--- config.mk ---
export PLATFORM = sky130hd
export DESIGN_NAME = krt_ctrl
export DESIGN_NICKNAME = d
export VERILOG_FILES = /design/src/hdl/krt_pkg.sv /design/src/hdl/krt_ctrl.sv
export SDC_FILE = /design/constraint.sdc
export NUM_CORES = 1
export LEC_CHECK = 0
export ABC_AREA = 0
export BUFFER_PORTS_ARGS = -buffer_cell sky130_fd_sc_hd__buf_2
export CORE_MARGIN = 2
export CORE_UTILIZATION = 40
export CTS_BUF_LIST = sky130_fd_sc_hd__clkbuf_4 sky130_fd_sc_hd__clkbuf_8 sky130_fd_sc_hd__clkbuf_16
export CTS_CLUSTER_SIZE = 16
export DETAILED_ROUTE_END_ITERATION = 8
export GPL_TIMING_DRIVEN = 1
export PLACE_DENSITY = 0.57
export SLEW_MARGIN = 20
export SYNTH_ARGS = -nofsm -noshare
export SYNTH_HDL_FRONTEND = slang
export SYNTH_SLANG_ARGS = --single-unit
--- constraint.sdc ---
create_clock -name aclk -period 3.1 [get_ports aclk]
set_clock_uncertainty 0.15 [all_clocks]
set_input_delay 0.62 -clock aclk [delete_from_list [all_inputs] [get_ports aclk]]
set_output_delay 0.62 -clock aclk [all_outputs]
set_load 0.05 [all_outputs]
--- src/hdl/krt_pkg.sv ---
// ----------------------------------------------------------------------------
// krt_pkg
// types and codes shared by the keyed record table modules
// ----------------------------------------------------------------------------
`timescale 1ns / 1ps

package krt_pkg;

    typedef enum logic [1:0] {
        FN_INSERT = 2'd0,
        FN_SEARCH = 2'd1,
        FN_UPDATE = 2'd2,
        FN_DUMP   = 2'd3
    } func_t;

    typedef enum logic [2:0] {
        ST_OK    = 3'd0,
        ST_FULL  = 3'd1,
        ST_DUP   = 3'd2,
        ST_MISS  = 3'd3,
        ST_EMPTY = 3'd4
    } status_t;

    // where the result fields come from
    typedef enum logic [1:0] {
        RK_REC = 2'd0,
        RK_UPD = 2'd1,
        RK_INS = 2'd2,
        RK_ERR = 2'd3
    } resp_kind_t;

    typedef struct packed {
        logic [31:0] key;
        logic [63:0] name;
        logic [31:0] qty;
    } rec_t;

    typedef struct packed {
        logic       accept;
        logic       rd_en;
        logic       load;
        resp_kind_t kind;
        status_t    status;
        logic       last;
    } krt_cmd_t;

    typedef struct packed {
        logic hit;
        logic rd_vld;
        logic out_free;
    } krt_stat_t;

    localparam logic [31:0] QTY_MAX = 32'h7fff_ffff;
    localparam logic [31:0] QTY_MIN = 32'h8000_0000;

endpackage

--- src/hdl/krt_ctrl.sv ---
// ----------------------------------------------------------------------------
// krt_ctrl
// command sequencer: key scan, response hand-off and record dump
// ----------------------------------------------------------------------------
`timescale 1ns / 1ps

module krt_ctrl import krt_pkg::*; #(
    parameter int MAX_ENTRIES = 64
) (
    input  logic                                            aclk,
    input  logic                                            aresetn,
    input  logic                                            s_valid,
    input  logic [1:0]                                      s_func,
    output logic                                            s_ready,
    input  krt_stat_t                                       stat,
    output krt_cmd_t                                        cmd,
    output logic [((MAX_ENTRIES > 1) ? $clog2(MAX_ENTRIES) : 1)-1:0] rd_idx,
    output logic [((MAX_ENTRIES > 1) ? $clog2(MAX_ENTRIES) : 1)-1:0] ins_idx
);

    localparam int IDX_W = (MAX_ENTRIES > 1) ? $clog2(MAX_ENTRIES) : 1;
    localparam int CNT_W = $clog2(MAX_ENTRIES + 1);

    typedef enum logic [2:0] {
        S_IDLE,
        S_SCAN,
        S_RESP,
        S_DRD,
        S_DLD
    } state_t;

    state_t             state_reg, state_next;
    func_t              func_reg, func_next;
    logic [CNT_W-1:0]   idx_reg, idx_next;
    logic [CNT_W-1:0]   count_reg, count_next;
    resp_kind_t         kind_reg, kind_next;
    status_t            status_reg, status_next;
    logic               dump_last;

    assign dump_last = (CNT_W'(idx_reg + 1'b1) == count_reg);
    assign s_ready   = (state_reg == S_IDLE);
    assign rd_idx    = idx_reg[IDX_W-1:0];
    assign ins_idx   = count_reg[IDX_W-1:0];

    always_comb begin
        cmd.accept = (state_reg == S_IDLE) && s_valid;
        cmd.rd_en  = ((state_reg == S_SCAN) && !stat.hit && (idx_reg < count_reg))
                     || (state_reg == S_DRD);
        cmd.load   = ((state_reg == S_RESP) || (state_reg == S_DLD)) && stat.out_free;
        cmd.kind   = (state_reg == S_DLD) ? RK_REC : kind_reg;
        cmd.status = (state_reg == S_DLD) ? ST_OK : status_reg;
        cmd.last   = (state_reg == S_DLD) ? dump_last : 1'b1;
    end

    always_comb begin
        state_next  = state_reg;
        func_next   = func_reg;
        idx_next    = idx_reg;
        count_next  = count_reg;
        kind_next   = kind_reg;
        status_next = status_reg;
        unique case (state_reg)
            S_IDLE: begin
                if (s_valid) begin
                    func_next = func_t'(s_func);
                    idx_next  = '0;
                    case (func_t'(s_func))
                        FN_DUMP: begin
                            if (count_reg == '0) begin
                                kind_next   = RK_ERR;
                                status_next = ST_EMPTY;
                                state_next  = S_RESP;
                            end else begin
                                state_next = S_DRD;
                            end
                        end
                        FN_INSERT: begin
                            if (count_reg == CNT_W'(MAX_ENTRIES)) begin
                                kind_next   = RK_ERR;
                                status_next = ST_FULL;
                                state_next  = S_RESP;
                            end else begin
                                state_next = S_SCAN;
                            end
                        end
                        default: state_next = S_SCAN;
                    endcase
                end
            end
            S_SCAN: begin
                if (stat.hit) begin
                    state_next = S_RESP;
                    case (func_reg)
                        FN_INSERT: begin
                            kind_next   = RK_ERR;
                            status_next = ST_DUP;
                        end
                        FN_UPDATE: begin
                            kind_next   = RK_UPD;
                            status_next = ST_OK;
                        end
                        default: begin
                            kind_next   = RK_REC;
                            status_next = ST_OK;
                        end
                    endcase
                end else if (idx_reg < count_reg) begin
                    idx_next = CNT_W'(idx_reg + 1'b1);
                end else if (!stat.rd_vld) begin
                    // every stored key compared, none matched
                    state_next = S_RESP;
                    if (func_reg == FN_INSERT) begin
                        kind_next   = RK_INS;
                        status_next = ST_OK;
                    end else begin
                        kind_next   = RK_ERR;
                        status_next = ST_MISS;
                    end
                end
            end
            S_RESP: begin
                if (stat.out_free) begin
                    if (kind_reg == RK_INS) begin
                        count_next = CNT_W'(count_reg + 1'b1);
                    end
                    state_next = S_IDLE;
                end
            end
            S_DRD: begin
                state_next = S_DLD;
            end
            S_DLD: begin
                if (stat.out_free) begin
                    if (dump_last) begin
                        state_next = S_IDLE;
                    end else begin
                        idx_next   = CNT_W'(idx_reg + 1'b1);
                        state_next = S_DRD;
                    end
                end
            end
            default: state_next = S_IDLE;
        endcase
    end

    always_ff @(posedge aclk) begin
        if (!aresetn) begin
            state_reg  <= S_IDLE;
            func_reg   <= FN_INSERT;
            idx_reg    <= '0;
            count_reg  <= '0;
            kind_reg   <= RK_ERR;
            status_reg <= ST_OK;
        end else begin
            state_reg  <= state_next;
            func_reg   <= func_next;
            idx_reg    <= idx_next;
            count_reg  <= count_next;
            kind_reg   <= kind_next;
            status_reg <= status_next;
        end
    end

endmodule

* After elaboration in Yosys (flattened, before gate mapping)
Cells that the tools add are included.
** Storage, ports and cells
- Memory bits (writable) :: 0
- Bits in read-only memories :: 0
- Memories kept :: 0
- Bits in latches :: 0
- Word-level logic and storage cells :: 87
- Register bits after elaboration :: 24
- Input port bits :: 8
** Cells by class
- Eq/ne operators :: 20
- Reduce and logical (&&, ||, !) cells :: 18
- Order comparisons :: 1
- Multiplexer cells :: 40
- Shift-type cells :: 0
- $add $sub $neg :: 2
- Bitwise logic cells :: 0
- $mul :: 0
- Divide/modulo/power cells :: 0
** Operators with widths (number)
- $mux 3 :: 13
- $mux 7 :: 5
- $mux 2 :: 11
- $pmux 7 s3 :: 1
- $pmux 3 s2 :: 3
- $pmux 3 s5 :: 1
- $add 7x1->7 const B :: 2
- $ne 3x3->1 const B :: 4
- $pmux 2 s2 :: 3
- $ne 2x2->1 const B :: 5
- $eq 7x7->1 :: 1
- $eq 7x7->1 const B :: 1
- $logic_not 7->1 :: 1
- $lt 7x7->1 :: 1
- $reduce_and 7->1 :: 1
- $eq 2x2->1 const B :: 3
- $eq 3x2->1 const B :: 2
- $reduce_and 6->1 :: 1
- $reduce_and 5->1 :: 1
- $logic_and 1x1->1 :: 4
- $logic_not 2->1 :: 2
- $eq 3x1->1 const B :: 1
- $eq 3x3->1 const B :: 1
- $logic_not 3->1 :: 1
- other kinds (9) :: 12

* Longest topological paths before layout
- Word-level depth :: 6
- Gate-level depth with buffers :: 9
- Gate-level depth less buffers :: 8

* Worst setup path after synthesis
Ideal clock, no wire load.
- Path type :: reg-to-output
- Start point :: reg idx_reg[0]
- End point :: out cmd[0] (netlist bit)
- Setup slack :: -0.645 ns
- Buffers on the path :: 0
- Stages on the path, launching flop included :: 6
- Required time :: 2.330 ns
- Arrival time :: 2.975 ns
- Cell sequence :: dfxtp_1 > ha_1 > and3_1 > and3_1 > xnor2_1 > o41ai_1
** RTL lines
- start, declared :: RTL line krt_ctrl.sv:34 : logic [CNT_W-1:0] idx_reg, idx_next;
- start signal, assigned :: RTL line krt_ctrl.sv:157 : idx_reg <= idx_next;
- end, declared :: RTL line krt_ctrl.sv:16 : output krt_cmd_t cmd,

==> impl_metrics.py <==
metrics = {
    "power": {
        "max-vdd-ir-drop_mv": 0.1559,
        "powerDensity_nw_per_um2": 476.3,
        "finalPower_w": 0.001024,
        "leakage_nw": 0.9089,
    },
    "die": {
        "rows": 25,
        "io_pins": 30,
        "core_sq_um": 4661,
        "dieWidth_um": 73.05,
        "die_area_sq_um": 5336,
        "start_util": 0.4091,
        "fp.dieH_um": 73.05,
    },
    "yosys": {
        "synthCells": 240,
        "ys_seq_area_frac": 0.2520,
        "synthSimpleGateAreaFrac": 0.2723,
        "synthMuxAreaShare": 0.02690,
        "avgSynthCellArea_sq_um": 7.945,
        "synth_edf_count": 0,
        "ys_types": 46,
        "ys_warn_count": 0,
        "syn_area_sq_um": 1907,
        "synth_compound_area_frac": 0.1752,
        "synthAdderAreaFrac": 0.09186,
        "async_flop_share": 0,
        "ys.flop_type": "dfxtp_1",
        "synth-xor-area-share": 0.06890,
        "ys_seq_elements": 24,
        "synth_top_family_by_area": "simple AND/OR/NAND/NOR gates",
        "synth.net_count": 262,
    },
    "drt": {
        "drtAntennaViolNets": 0,
        "vias": 1702,
        "drt-total-wl_mm": 4.674,
        "vias_per_cell": 5.438,
        "wl_per_cell_um": 14.93,
        "drt_iter0_drc": 83,
        "drtPass1Iterations": 4,
        "drcViolationCount": 0,
    },
    "global_route": {
        "grt_pass1_wl_mm": 7.707,
        "overflow": 0,
        "antenna_found_initial": 0,
        "grt_max_degree": 15,
        "groute.usage.overall": 0.1819,
        "grt_pass1_vias": 1534,
    },
    "worst_setup_path": {
        "r2r_end": "idx_reg[3]$_SDFFE_PN0P_",
        "cp.arrival_ns": 2.22,
        "ff2ff_setup_slack_ns": 0.29,
        "cp_slowest_cell": "o41ai_4",
        "path_cells": "ha_2 > xor2_1 > or3_1 > o41ai_4 > buf_6",
        "cp.required_ns": 2.33,
        "crit_path_start_kind": "flop",
        "r2r_cells": 8,
        "worstReg2RegStart": "count_reg[6]$_SDFFE_PN0P_",
        "worstSetupEndpointType": "output pin",
        "crit_fanout": 8,
        "path_class": "flop to output pin",
        "endpoint": "cmd[0]",
        "critPathLaunch": "idx_reg[0]$_SDFFE_PN0P_",
        "max_stage_delay_ns": 0.45,
    },
    "clock_tree": {
        "clk_pin_slew_worst_paths_ns": 0.10,
        "cts_htree_levels": 1,
        "holdBufCountCts": 0,
        "worstSkewPairLatency_ns": 0.27,
        "cts-buffers-inserted": 3,
        "root_buffer": "clkbuf_8",
        "cts_tree": "built",
        "cts_sinks": 24,
        "clk_path_buf_depth": 2,
    },
    "min_path": {
        "hold_path_class": "flop to flop",
        "holdPathStages": 2,
    },
    "placed_design": {
        "post_dp_cell_area_sq_um": 2044,
        "dpl.hpwl_mm": 3.557,
        "gp_congestion": 0.8023,
        "port_buffers": 29,
    },
    "sta": {
        "hold_violations": 0,
        "period_minus_slack_ns": 2.988,
        "worst_slew_pin_slew_ns": 0.9725,
        "slew_headroom": 0.3517,
        "setup_viol": 0,
        "rsz0062_at_grt": "false",
        "timing.fmax_mhz": 334.7,
        "fin_crit_sh": 0.9638,
        "fin_tns_setup_ns": 0,
        "final_max_slew_viol_count": 0,
    },
    "layout": {
        "nNetsFinal": 282,
        "drive_gt1_frac": 0.2201,
        "synthToLayoutAreaGrowth_pct": 12.80,
        "multi_input_area_sq_um": 1237,
        "fillCellCount": 469,
        "num_antenna_cells": 0,
        "seq_area_sq_um": 485.5,
        "postLayoutCellArea_sq_um": 2151,
    },
    "outcome": {
        "outcome": "finished, final reports clean",
    },
    "job": {
        "maxCapViolCount": 0,
    },
}
-- critical path, delay by kind of cell (launching register included) --
kind | cells | cell delay, ns
AOI/OAI and AO/OA | 1 | 0.45
buffers and inverters | 1 | 0.21
and+or+nand+nor | 1 | 0.43
DFF | 1 | 0.41
xor gates and xnor gates | 1 | 0.13
adders and majority gates | 1 | 0.30
-- cells by family after synthesis --
kind of cell | Yosys count
flip-flops | 24
multiplexers | 5
AO/OA/AOI/OAI | 52
AND/OR/NAND/NOR | 89
buffers and inverters | 41
adder cells (fa/ha/maj) | 14
XOR/XNOR | 15
-- report_power, final --
group | internal (W) | leakage [nW] | switching [W]
Clock | 0.000173 | 0.0357 | 0.000115
Sequential | 0.000331 | 0.196 | 0.0000369
Combinational | 0.000122 | 0.678 | 0.000246
Total | 0.000626 | 0.909 | 0.000398
-- per-stage QoR --
step	hold slack (ns)	util	setup WS [ns]	instances
final	0.3074	0.4615	0.1122	313
after global routing	0.3325	0.4615	0.008275	313
after CTS	0.3063	0.4553	0.03479	312
after detailed placement	0.2938	0.4387	0.1574	308
after global placement	0.2895	0.4387	0.1430	308
after floorplan	0.2773	-	0.06269	240
-- routing by layer --
metal,GRT usage,share of wire,up-vias
li1,-,-,872
met1,0.2700,0.50,792
met2,0.2783,0.45,36
met3,0.02901,0.047,2
met4,0.03292,0.0032,0
met5,0,0,-
-- timing repair --
| item | CTS | global route |
|---|---|---|
| pin swaps | 0 | 1 |
| gates resized for setup | 3 | 5 |
| setup buffers | 0 | 1 |
| setup endpoints to repair | 1 | 2 |
| hold endpoints to repair | 0 | 0 |
-- worst min-delay path by stage --
stage,startpoint,endpoint
after detailed placement,status_reg[2]$_SDFFE_PN0P_,status_reg[2]$_SDFFE_PN0P_
after global routing,status_reg[1]$_SDFFE_PN0P_,status_reg[1]$_SDFFE_PN0P_
after CTS,status_reg[2]$_SDFFE_PN0P_,status_reg[2]$_SDFFE_PN0P_
final,status_reg[2]$_SDFFE_PN0P_,status_reg[2]$_SDFFE_PN0P_
after global placement,status_reg[2]$_SDFFE_PN0P_,status_reg[2]$_SDFFE_PN0P_
after floorplan,status_reg[2]$_SDFFE_PN0P_,status_reg[2]$_SDFFE_PN0P_
-- area by class of cell --
class / count / area share
flip-flops and latches: 24 / 0.2257
multi-input cells: 175 / 0.5753
repair buffers: 38 / 0.1030
well taps: 54 / 0.03141
inverters: 18 / 0.03141
clock inverters: 1 / 0.01396
clock buffers: 3 / 0.01920
-- cell usage after synthesis (all sizes together) (4+ instances only) --
cell type,number,share of area
nand2,11,0.026
or3,5,0.019
ha,14,0.092
dfxtp,24,0.25
nand3,4,0.010
xnor2,11,0.051
xor2,4,0.018
mux2i,4,0.021
o21ai,13,0.034
inv,17,0.033
nand2b,4,0.013
o211ai,5,0.020
or4,5,0.022
a21oi,14,0.037
buf,16,0.064
o41ai,6,0.028
clkbuf,7,0.014
o31ai,7,0.028
nor2,23,0.049
and2,10,0.033
nand3b,5,0.020
-- cell usage in the layout, fill, tap and decap left out, types with 4 or more instances in the layout --
master / n
a21oi_1: 14
and2_1: 10
buf_2: 27
buf_4: 9
dfxtp_1: 22
ha_1: 13
inv_1: 17
mux2i_1: 4
nand2_1: 10
nand2b_1: 4
nand3_1: 4
nand3b_1: 5
nor2_1: 22
o211ai_1: 5
o21ai_0: 12
o31ai_1: 7
o41ai_1: 5
or3_1: 4
or4_1: 4
xnor2_1: 11
xor2_1: 4
Note: power is estimated with default switching activity, not from simulation.
